===== src/hdl/iepm_pkg.sv =====
`timescale 1ns / 1ps
package iepm_pkg;

  localparam int PageBytes = 16;
  localparam int PageIdxW  = 4;
  localparam int AddrW     = 13;
  localparam int MaxBytes  = 256;
  localparam int FillW     = 9;
  localparam int BufIdxW   = 8;

  typedef enum logic [1:0] {
    OP_TICK  = 2'd0,
    OP_PUSH  = 2'd1,
    OP_READ  = 2'd2,
    OP_WRITE = 2'd3
  } op_t;

  localparam logic [2:0] ST_OK          = 3'd0;
  localparam logic [2:0] ST_START_ERR   = 3'd1;
  localparam logic [2:0] ST_ADDR_NACK   = 3'd2;
  localparam logic [2:0] ST_RESTART_ERR = 3'd3;
  localparam logic [2:0] ST_READ_NACK   = 3'd4;
  localparam logic [2:0] ST_DATA_NACK   = 3'd5;

  localparam logic [1:0] CFG_DEV   = 2'd0;
  localparam logic [1:0] CFG_WWAIT = 2'd1;
  localparam logic [1:0] CFG_RWAIT = 2'd2;

  // One classified item travelling from the front part to the engine.
  typedef struct packed {
    op_t         op;
    logic        sda;
    logic [12:0] addr;
    logic [8:0]  count;
    logic [7:0]  data;
  } item_t;

  typedef struct packed {
    logic       scl;
    logic       sda;
    logic       rvalid;
    logic [7:0] rbyte;
    logic       rlast;
    logic       done;
    logic [2:0] status;
    logic       busy;
  } res_t;

endpackage


===== src/hdl/iepm_fifo.sv =====
`timescale 1ns / 1ps
module iepm_fifo
  import iepm_pkg::*;
#(
  parameter int Width = 8
) (
  input  logic             clk,
  input  logic             rst_n,
  input  logic             wr,
  input  logic [Width-1:0] wdata,
  output logic             full,
  input  logic             rd,
  output logic [Width-1:0] rdata,
  output logic             empty
);

  // Two-entry queue; both entries are read at fixed places.
  logic [Width-1:0] mem_r [2];
  logic             wp_r, rp_r;
  logic [1:0]       cnt_r;

  assign full  = cnt_r == 2'd2;
  assign empty = cnt_r == 2'd0;
  assign rdata = rp_r ? mem_r[1] : mem_r[0];

  always_ff @(posedge clk) begin
    if (wr && !full) begin
      if (wp_r) mem_r[1] <= wdata;
      else mem_r[0] <= wdata;
    end
    if (!rst_n) begin
      wp_r  <= 1'b0;
      rp_r  <= 1'b0;
      cnt_r <= 2'd0;
    end else begin
      if (wr && !full) wp_r <= ~wp_r;
      if (rd && !empty) rp_r <= ~rp_r;
      cnt_r <= cnt_r + {1'b0, (wr && !full)} - {1'b0, (rd && !empty)};
    end
  end

endmodule


===== src/hdl/iepm_engine.sv =====
`timescale 1ns / 1ps
module iepm_engine
  import iepm_pkg::*;
(
  input  logic        clk,
  input  logic        rst_n,
  input  logic        cfg_we,
  input  logic [1:0]  cfg_idx,
  input  logic [19:0] cfg_val,
  input  logic        it_valid,
  input  item_t       it,
  output logic        it_take,
  output logic        res_valid,
  output res_t        res,
  input  logic        res_full
);

  typedef enum logic [4:0] {
    S_IDLE, S_R_START, S_R_DEVW, S_R_AH, S_R_AL, S_R_RESTART, S_R_DEVR,
    S_R_DATA, S_W_START, S_W_DEVW, S_W_AH, S_W_AL, S_W_DATA, S_STOP, S_WAIT,
    S_MERGE
  } state_t;

  typedef enum logic [1:0] {M_READ, M_PGRD, M_PGWR} mode_t;

  state_t      st_r;
  mode_t       mode_r;
  logic [3:0]  bc_r;
  logic        half_r;
  logic [7:0]  sh_r;
  logic [8:0]  left_r;
  logic [12:0] cur_r;
  logic [8:0]  fill_r;
  logic [3:0]  poff_r;
  logic [8:0]  src_r;
  logic [4:0]  xi_r;
  logic [2:0]  err_r;
  logic [19:0] wait_r;
  logic        scl_r, sda_r;
  logic [6:0]  dev_r;
  logic [19:0] wwait_r;
  logic [15:0] rwait_r;

  logic [7:0]  wbuf [MaxBytes];
  logic [7:0]  pbuf [PageBytes];
  logic [7:0]  wb_q_r;
  logic [4:0]  mrg_r;    // bytes still to merge in this page

  // The merge step reads the write buffer one byte a cycle through a registered
  // memory read; while it runs, no item is consumed.
  logic busy_int;
  assign busy_int = st_r == S_MERGE;
  logic rd_phase_r;  // 1 when wb_q_r holds the byte for merge
  assign it_take  = it_valid && !res_full && !busy_int;

  // While a byte is being stored, the next one is fetched.
  always_ff @(posedge clk) begin
    if (st_r == S_MERGE) wb_q_r <= wbuf[src_r[BufIdxW-1:0] + {7'd0, rd_phase_r}];
  end

  logic [7:0] devw;
  assign devw = {dev_r, 1'b0};

  always_ff @(posedge clk) begin
    state_t nst;
    logic [3:0] bc; logic hf; logic [7:0] sh;
    logic c, d, last, ev_ok, ev_bad, ev_byte;
    logic [8:0] left; logic [4:0] n; logic [12:0] a;
    logic [19:0] w;
    res_t r;
    if (!rst_n) begin
      st_r <= S_IDLE; mode_r <= M_READ; bc_r <= '0; half_r <= 1'b0; sh_r <= '0;
      left_r <= '0; cur_r <= '0; fill_r <= '0; poff_r <= '0; src_r <= '0;
      xi_r <= '0; err_r <= '0; wait_r <= '0; scl_r <= 1'b1; sda_r <= 1'b1;
      dev_r <= 7'd80; wwait_r <= 20'd100000; rwait_r <= 16'd200;
      res_valid <= 1'b0; mrg_r <= '0; rd_phase_r <= 1'b0;
    end else begin
      res_valid <= 1'b0;
      if (cfg_we) begin
        case (cfg_idx)
          CFG_DEV:   dev_r <= cfg_val[6:0];
          CFG_WWAIT: wwait_r <= cfg_val;
          CFG_RWAIT: rwait_r <= cfg_val[15:0];
          default: ;
        endcase
      end
      if (st_r == S_MERGE) begin
        // Merge: first cycle fetches, following cycles store and fetch.
        if (rd_phase_r) begin
          pbuf[poff_r] <= wb_q_r;
          poff_r <= poff_r + 4'd1;
          mrg_r  <= mrg_r - 5'd1;
          if (mrg_r == 5'd1) begin
            st_r <= S_W_START; bc_r <= '0; half_r <= 1'b0; sh_r <= '0;
            rd_phase_r <= 1'b0;
          end else src_r <= src_r + 9'd1;
          if (mrg_r == 5'd1) src_r <= src_r + 9'd1;
        end else begin
          rd_phase_r <= 1'b1;
        end
      end else if (it_take) begin
        r = '0;
        nst = st_r; bc = bc_r; hf = half_r; sh = sh_r;
        c = scl_r; d = sda_r; left = left_r;
        ev_ok = 1'b0; ev_bad = 1'b0; ev_byte = 1'b0; last = 1'b0;
        n = '0; a = '0; w = '0;
        if (it.op != OP_TICK) begin
          if (st_r == S_IDLE) begin
            unique case (it.op)
              OP_PUSH: if (fill_r < 9'(MaxBytes)) begin
                wbuf[fill_r[BufIdxW-1:0]] <= it.data;
                fill_r <= fill_r + 9'd1;
              end
              OP_READ: if (it.count == '0) begin
                r.done = 1'b1;
              end else begin
                cur_r <= it.addr; left = (it.count > 9'(MaxBytes)) ? 9'(MaxBytes) : it.count;
                mode_r <= M_READ; err_r <= '0;
                nst = S_R_START; bc = '0; hf = 1'b0; sh = '0;
              end
              default: begin
                fill_r <= '0;
                if (it.count == '0) r.done = 1'b1;
                else begin
                  poff_r <= it.addr[3:0];
                  cur_r <= {it.addr[12:4], 4'd0};
                  left = (it.count > 9'(MaxBytes)) ? 9'(MaxBytes) : it.count;
                  src_r <= '0; mode_r <= M_PGRD; xi_r <= '0; err_r <= '0;
                  nst = S_R_START; bc = '0; hf = 1'b0; sh = '0;
                end
              end
            endcase
          end
        end else begin
          c = 1'b1; d = 1'b1;
          unique case (st_r)
            S_R_START, S_R_RESTART, S_W_START: begin
              case (bc_r)
                4'd0: begin c = 0; d = 1; bc = 4'd1; end
                4'd1: begin c = 1; d = 1; if (it.sda) bc = 4'd2; end
                4'd2: begin c = 1; d = 0; bc = 4'd3; end
                default: begin c = 0; d = 0; ev_ok = !it.sda; ev_bad = it.sda; end
              endcase
            end
            S_R_DEVW, S_R_AH, S_R_AL, S_R_DEVR, S_W_DEVW, S_W_AH, S_W_AL,
            S_W_DATA: begin
              if (!bc_r[3]) begin
                d = sh_r[3'd7 - bc_r[2:0]]; c = half_r;
                if (half_r) begin bc = bc_r + 4'd1; hf = 1'b0; end else hf = 1'b1;
              end else begin
                c = half_r; d = 1'b1;
                if (!half_r) hf = 1'b1;
                else begin ev_ok = !it.sda; ev_bad = it.sda; end
              end
            end
            S_R_DATA: begin
              last = (mode_r == M_READ) ? (left_r == '0) : xi_r[4];
              if (!bc_r[3]) begin
                c = half_r; d = 1'b1;
                if (half_r) begin
                  sh = {sh_r[6:0], it.sda}; bc = bc_r + 4'd1; hf = 1'b0;
                  ev_byte = bc_r == 4'd7;
                end else hf = 1'b1;
              end else begin
                c = half_r; d = last;
                if (!half_r) hf = 1'b1; else ev_ok = 1'b1;
              end
            end
            S_STOP: begin
              case (bc_r)
                4'd0: begin c = 0; d = 0; bc = 4'd1; end
                4'd1: begin c = 1; d = 0; bc = 4'd2; end
                default: ev_ok = 1'b1;
              endcase
            end
            S_WAIT: begin
              c = scl_r; d = sda_r;
              c = 1'b1; d = 1'b1;
              if (wait_r > 20'd1) wait_r <= wait_r - 20'd1;
              else begin wait_r <= '0; ev_ok = 1'b1; end
            end
            default: nst = S_IDLE;
          endcase
          // Transitions.
          unique case (st_r)
            S_R_START: if (ev_ok) begin nst = S_R_DEVW; bc = '0; hf = 0; sh = devw; end
                       else if (ev_bad) begin err_r <= ST_START_ERR; nst = S_STOP; bc = '0; hf = 0; sh = '0; end
            S_W_START: if (ev_ok) begin nst = S_W_DEVW; bc = '0; hf = 0; sh = devw; end
                       else if (ev_bad) begin err_r <= ST_START_ERR; nst = S_STOP; bc = '0; hf = 0; sh = '0; end
            S_R_DEVW: if (ev_ok) begin nst = S_R_AH; bc = '0; hf = 0; sh = {3'd0, cur_r[12:8]}; end
                      else if (ev_bad) begin err_r <= ST_ADDR_NACK; nst = S_STOP; bc = '0; hf = 0; sh = '0; end
            S_W_DEVW: if (ev_ok) begin nst = S_W_AH; bc = '0; hf = 0; sh = {3'd0, cur_r[12:8]}; end
                      else if (ev_bad) begin err_r <= ST_ADDR_NACK; nst = S_STOP; bc = '0; hf = 0; sh = '0; end
            S_R_AH: if (ev_ok || ev_bad) begin nst = S_R_AL; bc = '0; hf = 0; sh = cur_r[7:0]; end
            S_W_AH: if (ev_ok || ev_bad) begin nst = S_W_AL; bc = '0; hf = 0; sh = cur_r[7:0]; end
            S_R_AL: if (ev_ok || ev_bad) begin nst = S_R_RESTART; bc = '0; hf = 0; sh = '0; end
            S_W_AL: if (ev_ok || ev_bad) begin
              xi_r <= '0; nst = S_W_DATA; bc = '0; hf = 0; sh = pbuf[0];
            end
            S_R_RESTART: if (ev_ok) begin nst = S_R_DEVR; bc = '0; hf = 0; sh = devw | 8'd1; end
                         else if (ev_bad) begin err_r <= ST_RESTART_ERR; nst = S_STOP; bc = '0; hf = 0; sh = '0; end
            S_R_DEVR: if (ev_ok) begin nst = S_R_DATA; bc = '0; hf = 0; sh = '0; end
                      else if (ev_bad) begin err_r <= ST_READ_NACK; nst = S_STOP; bc = '0; hf = 0; sh = '0; end
            S_R_DATA: if (ev_byte) begin
              if (mode_r == M_READ) begin
                if (left_r != '0) left = left_r - 9'd1;
                r.rvalid = 1'b1; r.rbyte = sh; r.rlast = left == '0;
              end else begin
                pbuf[xi_r[3:0]] <= sh; xi_r <= xi_r + 5'd1;
              end
            end else if (ev_ok) begin
              nst = last ? S_STOP : S_R_DATA; bc = '0; hf = 0; sh = '0;
            end
            S_W_DATA: if (ev_ok) begin
              xi_r <= xi_r + 5'd1; bc = '0; hf = 0;
              if (xi_r != 5'(PageBytes - 1)) begin
                nst = S_W_DATA; sh = pbuf[xi_r[3:0] + 4'd1];
              end else begin nst = S_STOP; sh = '0; end
            end else if (ev_bad) begin
              err_r <= ST_DATA_NACK; nst = S_STOP; bc = '0; hf = 0; sh = '0;
            end
            default: ;
          endcase
          // Completion of STOP or WAIT.
          if ((st_r == S_STOP || st_r == S_WAIT) && ev_ok) begin
            w = (mode_r == M_PGWR) ? wwait_r : {4'd0, rwait_r};
            bc = '0; hf = 0; sh = '0;
            if (st_r == S_STOP && err_r != ST_OK && mode_r != M_PGRD) begin
              nst = S_IDLE; r.done = 1'b1; r.status = err_r;
            end else if (st_r == S_STOP && err_r == ST_OK && w != '0) begin
              wait_r <= w; nst = S_WAIT;
            end else if (mode_r == M_PGRD) begin
              n = 5'(PageBytes) - {1'b0, poff_r};
              if ({4'd0, n} > left_r) n = left_r[4:0];
              left = left_r - {4'd0, n};
              mrg_r <= n; mode_r <= M_PGWR; err_r <= '0; xi_r <= '0;
              nst = (n == '0) ? S_W_START : S_MERGE;
              rd_phase_r <= 1'b0;
            end else if (mode_r == M_PGWR && left_r != '0) begin
              a = cur_r + 13'(PageBytes);
              cur_r <= a; poff_r <= '0;
              mode_r <= M_PGRD; xi_r <= '0; err_r <= '0; nst = S_R_START;
            end else begin
              nst = S_IDLE; r.done = 1'b1;
            end
          end
          scl_r <= c; sda_r <= d;
        end
        st_r <= nst; bc_r <= bc; half_r <= hf; sh_r <= sh; left_r <= left;
        r.scl = (it.op == OP_TICK) ? c : scl_r;
        r.sda = (it.op == OP_TICK) ? d : sda_r;
        r.busy = nst != S_IDLE;
        res <= r;
        res_valid <= 1'b1;
      end
    end
  end

`ifndef SYNTHESIS
  a_merge_no_take: assert property (@(posedge clk) disable iff (!rst_n)
    st_r == S_MERGE |-> !it_take) else $error("item taken during merge");
  a_done_idle: assert property (@(posedge clk) disable iff (!rst_n)
    res_valid && res.done |-> !res.busy) else $error("done while busy");
  a_status_done: assert property (@(posedge clk) disable iff (!rst_n)
    res_valid && !res.done |-> res.status == ST_OK) else $error("status without done");
`endif

endmodule


===== src/hdl/i2c_eeprom_page_master.sv =====
`timescale 1ns / 1ps
// Channel   Handshake             Payload
// in_       in_push / in_full     in_op, in_sda_in, in_mem_address, in_byte_count, in_data_byte
// out_      out_pop / out_empty   out_scl_out ... out_busy_res
// cfg_      cfg_valid / cfg_ready cfg_index, cfg_data
// One item per cycle sustained while the engine is not merging and the result queue has room;
// each item yields one result. After a page read, buffered bytes are merged one at a time
// through the single write-buffer read port; no item is taken then and the input queue fills.
// Reset is synchronous on rst_n and needs no clearing pass.
// A full result queue stalls the engine; the input queue then fills.
module i2c_eeprom_page_master
  import iepm_pkg::*;
(
  input  logic        clk,
  input  logic        rst_n,
  input  logic        in_push,
  output logic        in_full,
  input  logic [1:0]  in_op,
  input  logic        in_sda_in,
  input  logic [12:0] in_mem_address,
  input  logic [8:0]  in_byte_count,
  input  logic [7:0]  in_data_byte,
  output logic        out_empty,
  input  logic        out_pop,
  output logic        out_scl_out,
  output logic        out_sda_out,
  output logic        out_read_valid,
  output logic [7:0]  out_read_byte,
  output logic        out_read_last,
  output logic        out_done_res,
  output logic [2:0]  out_status,
  output logic        out_busy_res,
  input  logic        cfg_valid,
  output logic        cfg_ready,
  input  logic [1:0]  cfg_index,
  input  logic [19:0] cfg_data
);

  item_t in_item, q_item;
  logic  q_empty, take, rv, rq_full, rq_empty;
  res_t  er, oq;

  assign cfg_ready = 1'b1;
  assign in_item = '{op: op_t'(in_op), sda: in_sda_in, addr: in_mem_address,
                     count: in_byte_count, data: in_data_byte};

  iepm_fifo #(.Width($bits(item_t))) u_inq (
    .clk, .rst_n, .wr(in_push), .wdata(in_item), .full(in_full),
    .rd(take), .rdata(q_item), .empty(q_empty));

  iepm_engine u_eng (
    .clk, .rst_n, .cfg_we(cfg_valid), .cfg_idx(cfg_index), .cfg_val(cfg_data),
    .it_valid(!q_empty), .it(q_item), .it_take(take),
    .res_valid(rv), .res(er), .res_full(rq_full));

  // Room for the result in flight keeps the engine from overrunning.
  logic oq_full;
  iepm_fifo #(.Width($bits(res_t))) u_outq (
    .clk, .rst_n, .wr(rv), .wdata(er), .full(oq_full),
    .rd(out_pop), .rdata(oq), .empty(rq_empty));
  assign rq_full = oq_full || (rv && !(out_pop && !rq_empty)) && !rq_empty;

  assign out_empty      = rq_empty;
  assign out_scl_out    = oq.scl;
  assign out_sda_out    = oq.sda;
  assign out_read_valid = oq.rvalid;
  assign out_read_byte  = oq.rbyte;
  assign out_read_last  = oq.rlast;
  assign out_done_res   = oq.done;
  assign out_status     = oq.status;
  assign out_busy_res   = oq.busy;

endmodule

===== config.mk =====
export PLATFORM = sky130hd
export DESIGN_NAME = i2c_eeprom_page_master
export DESIGN_NICKNAME = d
export VERILOG_FILES = /design/src/hdl/iepm_pkg.sv /design/src/hdl/iepm_fifo.sv /design/src/hdl/iepm_engine.sv /design/src/hdl/i2c_eeprom_page_master.sv
export SDC_FILE = /design/constraint.sdc
export NUM_CORES = 2
export LEC_CHECK = 0
export BUFFER_PORTS_ARGS = -buffer_cell sky130_fd_sc_hd__buf_2
export CAP_MARGIN = 20
export CORE_MARGIN = 10
export CORE_UTILIZATION = 30
export CTS_CLUSTER_SIZE = 20
export DETAILED_ROUTE_END_ITERATION = 8
export PLACE_DENSITY = 0.43
export SKIP_LAST_GASP = 1
export SYNTH_ARGS = -nofsm -noshare
export SYNTH_HDL_FRONTEND = slang
export SYNTH_SLANG_ARGS = --single-unit

===== constraint.sdc =====
create_clock -name clk -period 7 [get_ports clk]
set_clock_uncertainty 0.1 [all_clocks]
set_input_delay 0 -clock clk [delete_from_list [all_inputs] [get_ports clk]]
set_output_delay 0 -clock clk [all_outputs]
set_load 0.02 [all_outputs]

# Word-level counts from Yosys, hierarchy flattened
# Memory sizes are Yosys's and may differ from the RTL's. A register that Yosys moved wholly into a read port is not among the register bits.
# Index checks and enable logic that the tools add are counted.
[totals]
regBits = 169
latchBits = 0
ramBits = 2276
romBits = 0
in_bits = 60
out_inout_bits = 20
elab_cells = 546
memories = 4
[memory_table]
columns = ["name", "words", "word_bits", "read_ports", "rd_ports_with_merged_regs", "wr", "line_no", "rtl"]
rows = [
  ["u_eng.wbuf", 256, 8, 1, 1, 1, "iepm_engine.sv:44", "logic [7:0] wbuf [MaxBytes];"],
  ["u_eng.pbuf", 16, 8, 2, 0, 1, "iepm_engine.sv:45", "logic [7:0] pbuf [PageBytes];"],
  ["u_inq.mem_r", 2, 33, 2, 0, 1, "iepm_fifo.sv:18", "logic [Width-1:0] mem_r [2];"],
  ["u_outq.mem_r", 2, 17, 2, 0, 1, "iepm_fifo.sv:18", ""],
]
[op_classes]
n_addsub = 18
multipliers = 0
div_mod_pow = 0
n_lt_le_gt_ge = 5
n_eq_ne = 51
shifts = 0
n_mux = 331
bitwise = 13
n_reduce_logical = 89
[op_table]
columns = ["operator", "n"]
rows = [
  ["2-to-1 mux 5 bit", 60],
  ["2-to-1 mux 9 bit", 28],
  ["2-to-1 mux 8 bit", 29],
  ["2-to-1 mux 4 bit", 32],
  ["2-to-1 mux 20 bit", 6],
  ["2-to-1 mux 13 bit", 9],
  ["2-to-1 mux 1 bit", 115],
  ["case mux 8 bit (9 select lines)", 1],
  ["2-to-1 mux 33 bit", 2],
  ["2-to-1 mux 3 bit", 21],
  ["case mux 5 bit (12 select lines)", 1],
  ["== test 5 x 4 -> 1 bit (second input constant)", 8],
  ["case mux 4 bit (3 select lines)", 3],
  ["2-to-1 mux 17 bit", 2],
  ["OR reduction 33 bit", 1],
  ["logical NOT 9 bit", 3],
  ["case mux 13 bit (2 select lines)", 1],
  ["AND reduction 6 bit", 4],
  ["== test 5 x 3 -> 1 bit (second input constant)", 4],
  ["greater-than comparator 20 x 1 -> 1 bit (second input constant)", 1],
  ["!= test 2 x 1 -> 1 bit (second input constant)", 10],
  ["AND reduction 10 bit", 2],
  ["nonzero test 20 bit", 1],
  ["subtractor 20 x 1 -> 20 bit (second input constant)", 1],
  ["other kinds (64)", 162],
]

# Depth between registers and ports, before layout
[depth]
word_depth = 31
mapped_depth = 19
depth_no_buf = 19

# Modules after synthesis
# Synthesis repeated with hierarchy kept, for this count alone.
[hier_totals]
hier_cells = 5090
hier_area_um2 = 98628.3
[modules_own_cells]
columns = ["mod", "instances", "cells_each", "area_each_um2"]
rows = [
  ["iepm_engine", 1, 4879, 94370.5],
  ["iepm_fifo (u_inq)", 1, 128, 2743.9],
  ["iepm_fifo (u_outq)", 1, 78, 1487.7],
  ["i2c_eeprom_page_master", 1, 5, 26.3],
]

# Worst setup path before layout
# OpenSTA, ideal clock, no wires.
[synth_path]
path_type = "register to register"
from = "register u_eng.poff_r[0]"
to = "register u_eng.left_r[8]"
t_arrival_ns = 4.158
required_ns = 6.770
slack_ns = 2.612
path_stages_with_launch = 20
path_buffers = 0
period_less_slack_ns = 4.388
cell_sequence = "dfxtp_1 > inv_1 > ha_1 > nor3b_1 > ha_1 > nand3_1 > o21ai_0 > a31oi_1 > mux2i_1 > ha_1 > inv_1 > fa_1 > a21o_1 > a21oi_1 > nor2b_1 > nor3_1 > mux2_2 > a21o_1 > nand2_1 > a21oi_1"
[synth_via]
elab_chain_cells = 17
[synth_rtl]
columns = ["item", "line_no", "rtl"]
rows = [
  ["start: declaration", "iepm_engine.sv:34", "logic [3:0] poff_r;"],
  ["start signal: assignment", "iepm_engine.sv:91", "poff_r <= poff_r + 4'd1;"],
  ["start signal: assignment", "iepm_engine.sv:125", "poff_r <= it.addr[3:0];"],
  ["subtractor 5 x 4 -> 5 bit (*)", "iepm_engine.sv:233", "n = 5'(PageBytes) - {1'b0, poff_r};"],
  ["greater-than comparator 5 x 9 -> 1 bit", "iepm_engine.sv:234", "if ({4'd0, n} > left_r) n = left_r[4:0];"],
  ["2-to-1 mux 5 bit (*)", "iepm_engine.sv:234", ""],
  ["2-to-1 mux 5 bit (*)", "iepm_engine.sv:232", "end else if (mode_r == M_PGRD) begin"],
  ["2-to-1 mux 5 bit (*)", "iepm_engine.sv:230", "end else if (st_r == S_STOP && err_r == ST_OK && w != '0) begin"],
  ["2-to-1 mux 5 bit (*)", "iepm_engine.sv:228", "if (st_r == S_STOP && err_r != ST_OK && mode_r != M_PGRD) begin"],
  ["2-to-1 mux 5 bit (*)", "iepm_engine.sv:225", "if ((st_r == S_STOP || st_r == S_WAIT) && ev_ok) begin"],
  ["2-to-1 mux 5 bit (*)", "iepm_engine.sv:107", "if (it.op != OP_TICK) begin"],
  ["2-to-1 mux 5 bit (*)", "iepm_engine.sv:101", "end else if (it_take) begin"],
  ["2-to-1 mux 5 bit (*)", "iepm_engine.sv:87", "if (st_r == S_MERGE) begin"],
  ["2-to-1 mux 5 bit (*)", "iepm_engine.sv:71", "if (!rst_n) begin"],
  ["subtractor 9 x 5 -> 9 bit (*)", "iepm_engine.sv:235", "left = left_r - {4'd0, n};"],
  ["2-to-1 mux 9 bit (*)", "iepm_engine.sv:232", ""],
  ["2-to-1 mux 9 bit (*)", "iepm_engine.sv:230", ""],
  ["2-to-1 mux 9 bit (*)", "iepm_engine.sv:228", ""],
  ["2-to-1 mux 9 bit (*)", "iepm_engine.sv:225", ""],
  ["2-to-1 mux 9 bit (*)", "iepm_engine.sv:107", ""],
  ["end signal: assignment", "iepm_engine.sv:73", "left_r <= '0; cur_r <= '0; fill_r <= '0; poff_r <= '0; src_r <= '0;"],
  ["end signal: assignment", "iepm_engine.sv:249", "st_r <= nst; bc_r <= bc; half_r <= hf; sh_r <= sh; left_r <= left;"],
  ["end: declaration", "iepm_engine.sv:31", "logic [8:0] left_r;"],
]
# Every way passes the cells marked *; elsewhere a longest branch is shown, timed or not. The select of a mux whose other input is x is not followed.
# A chain may end at the register's enable or synchronous reset.

# Worst setup path after layout
[layout_path]
from = "register u_eng.st_r[4]"
to = "memory u_eng.wbuf[204][1] (enable)"
[layout_via]
elab_chain_cells = 7
elab_cells_between_ends = 10
classes_between = "eq/ne: 1; mux: 6; reduce/logical: 3"
[layout_rtl]
columns = ["item", "line_no", "rtl"]
rows = [
  ["start: declaration", "iepm_engine.sv:26", "state_t st_r;"],
  ["start signal: assignment", "iepm_engine.sv:72", "st_r <= S_IDLE; mode_r <= M_READ; bc_r <= '0; half_r <= 1'b0; sh_r <= '0;"],
  ["start signal: assignment", "iepm_engine.sv:94", "st_r <= S_W_START; bc_r <= '0; half_r <= 1'b0; sh_r <= '0;"],
  ["start signal: assignment", "iepm_engine.sv:249", ""],
  ["logical NOT 5 bit / == test 5 x 4 -> 1 bit (equally long branches)", "iepm_engine.sv:108, iepm_engine.sv:52, iepm_engine.sv:87", ""],
  ["2-to-1 mux 1 bit / logical NOT 1 bit (equally long branches)", "iepm_engine.sv:108, iepm_engine.sv:54", ""],
  ["2-to-1 mux 1 bit / logical AND 1 bit (equally long branches)", "iepm_engine.sv:107, iepm_engine.sv:54", ""],
  ["2-to-1 mux 1 bit", "iepm_engine.sv:101", ""],
  ["2-to-1 mux 1 bit (*)", "iepm_engine.sv:87", ""],
  ["2-to-1 mux 1 bit (*)", "iepm_engine.sv:71", ""],
  ["2-to-1 mux 1 bit (implied by the code) (*)", "iepm_engine.sv:111", "wbuf[fill_r[BufIdxW-1:0]] <= it.data;"],
  ["end: declaration", "iepm_engine.sv:44", ""],
]
# Every way passes the cells marked *; elsewhere a longest branch is shown, timed or not.

==> results.cfg <==
[pwr]
cellLeakagePower_uw = 0.0350
p_int_uw = 27300
clkPwrFrac_pct = 40.4
pwr-share-seq_pct = 48.2
p_per_area_mw_per_mm2 = 320
combPwrFrac_pct = 11.3
power_uw = 36800
switching_share_pct = 25.8
peakVddDrop_v = 0.000282
p_switching_uw = 9500

[synth]
dominantRegCellSynth = edfxtp_1
synth_nets = 5194
synth_area_leaders = edfxtp_1 70%, mux4_2 16%, dfxtp_1 3.1%
synth_warnings = 0
yosys.cell_types.count = 90
netlist.area_leader.share_pct = 70.2
synth_area_mm2 = 0.0985
synthArstFlopShare_pct = 0
synth_edf_count = 2301
synth_top_cells_by_count = 2301 x edfxtp_1, 706 x mux4_2, 430 x nor2_1
synth_seq_cells = 2452
synth_top_area_cell = edfxtp_1
avgSynthCellArea_um2 = 19.3
yosysSeqAreaShare_pct = 73.2
syn_inst = 5095
yosysMostFrequentCell = edfxtp_1

[clock_network]
cts_tree = done
clk_latency_ns = 0.91
htree_levels = 5
clock-sinks = 2452
clockRootBuffer = clkbuf_16
post_cts_buffers = 0
clkTransAtPathRegs_ns = 0.06
cts_buffer_depth = 4
cts_buffers = 280

[die]
rows = 210
dieArea_mm2 = 0.352
die_h_um = 593
start_util_pct = 30.1
io_pins = 80
core_area_mm2 = 0.327
die_width_um = 593

[outcome]
status = finished, final reports clean

[sta]
rsz0062_at_grt = no
worst_slew_pin_slew_ns = 1.26
hold_viol_final = 0
slew-limit-headroom_pct = 15.7
period_share_pct = 75.1
fmax_mhz = 190
tns_ns = 0
drv_slew = 0
setup_viol = 0
fin_crit_ns = 5.26

[worst_setup_path]
worstPathArrival_ns = 5.64
end_kind = flip-flop
worstPathRequired_ns = 7.38
worst_setup_path_start_kind = flip-flop
path_max_fanout = 26
crit_type = flip-flop to flip-flop

[detailed_routing]
num_vias = 50366
post_drt_wl_per_cell_um = 27.8
first_iter_violations = 4309
antenna_left = 0
wl_um = 277000
routed_via_density = 5.04
drc = 0
dr.pass1.iters = 8

[cells_and_area]
nets = 5508
drive_above_1_share_pct = 25.1
area_growth_pct = 17.0

[global_routing]
grt_pass1_vias = 52042
grt_pass1_wl_um = 399000
antenna_found_initial = 11
grtUsageTotal_pct = 15.5
overflow = 0
grt_max_degree = 169

[place]
hpwl_um = 166000
gp_congestion = 0.835
io_buffers = 78

[job]
cap_viol_max_count = 0

[hold_path]
holdCritPathClass = primary input to flip-flop
layout make-up:
class,instances,area [µm²]
antenna,4,10.0
clock buffer,339,7350
clock inverter,170,1910
fill,30576,212000
inverter,57,215
multi-input combinational,2291,25300
sequential,2452,72100
tap,4346,5440
timing repair buffer,327,2880
sequential cells by signal (all words and copies together), names as in the netlist, 13 cells and up:
signal,count
u_eng.cur_r,13
u_eng.pbuf,128
u_eng.res,17
u_eng.rwait_r,16
u_eng.wait_r,20
u_eng.wbuf,2048
u_eng.wwait_r,20
u_inq.mem_r,66
u_outq.mem_r,34
per-layer routing:
metal | up-vias | GRT usage, % | part of all wire, %
met4 | 0 | 4.12 | 2.6
met2 | 1333 | 25.1 | 48
li1 | 21507 | - | -
met3 | 371 | 2.20 | 4.7
met5 | - | 0 | 0
met1 | 27155 | 21.8 | 45
what timing repair did:
action / CTS / global route
endpoints found under the hold margin: 209 / 0
resized for setup: 0 / 0
hold buffers: 129 / 0
endpoints found under the setup margin: 0 / 0
worst paths after layout:
| path | startpoint | endpoint | slack, ns | cells past startpoint |
|---|---|---|---|---|
| hold reg to reg | u_eng.res[4]$_DFFE_PP_ | u_outq.mem_r[0][4]$_DFFE_PP_ | 0.34 | 0 |
| setup / recovery | u_eng.st_r[4]$_SDFFE_PN0P_ | u_eng.wbuf[204][1]$_DFFE_PP_ | 1.74 | 13 |
| setup reg to reg | u_eng.st_r[4]$_SDFFE_PN0P_ | u_eng.wbuf[204][1]$_DFFE_PP_ | 1.74 | 13 |
| hold / removal | out_pop | u_outq.rp_r$_SDFFE_PN0P_ | 0.07 | 5 |
logic make-up (layout without fill, tap and decap cells):
group | count (synthesis) | count (layout) | synth area share, %
and+or+nand+nor | 968 | 968 | 4.39
buffers and inverters | 352 | 893 | 1.39
DFF | 2452 | 2452 | 73.2
muxes | 806 | 806 | 17.2
AOI/OAI and AO/OA | 433 | 433 | 2.87
xor gates and xnor gates | 44 | 44 | 0.391
adders and majority gates | 39 | 39 | 0.503
other | 1 | 5 | 0.00381
critical path, cell delays in order (launching register included):
cell      delay, ns
dfxtp_1        0.31
buf_4          0.27
and3b_1        0.23
nand2_1        0.08
buf_4          0.24
nand2_1        0.08
buf_4          0.20
clkinv_1       0.07
nand2_1        0.10
inv_1          0.69
nand2_1        0.46
nor2_1         0.50
nand2_1        0.60
nor2_1         0.91
metrics by stage:
stage          hold WS [ns]  worst slack, ns  cell area [µm²]  std cells  util, %
5_1_grt              0.0787             1.44           115000       9983     35.2
3_3_place_gp         0.0913            0.913           105000       9341     32.0
4_1_cts              0.0141             1.78           115000       9981     35.2
6_report             0.0719             1.74           115000       9986     35.2
2_1_floorplan      -0.00113             2.61            98500       5095        -
3_5_place_dp         0.0916             1.85           105000       9343     32.0
power by group through the flow:
stage,clock (µW),sequential [µW],combinational [µW]
finish,14900,17800,4180
global route,15900,17800,4570
CTS,15300,17800,4270
detailed placement,0,18100,4200
global placement,0,18100,4150
floorplan,0,18100,2240
cell usage in the layout, fill, tap and decap left out, types with 24 or more instances in the layout:
cell and n:
nand3_1 50, mux2_2 31, buf_4 96, nand2_1 249, nor4_1 24, dfxtp_1 149
nor2_1 428, buf_2 78, mux2i_1 61, clkinv_1 46, bufinv_16 34, ha_1 35
edfxtp_1 2301, clkbuf_16 284, dlygate4sd3_1 129, o21ai_0 76, a21oi_1 132, clkbuf_1 51
a22oi_1 31, inv_1 54, buf_12 24, clkinv_2 52, mux4_2 706, nor3_1 59
Power figures use the tool's default switching activity.
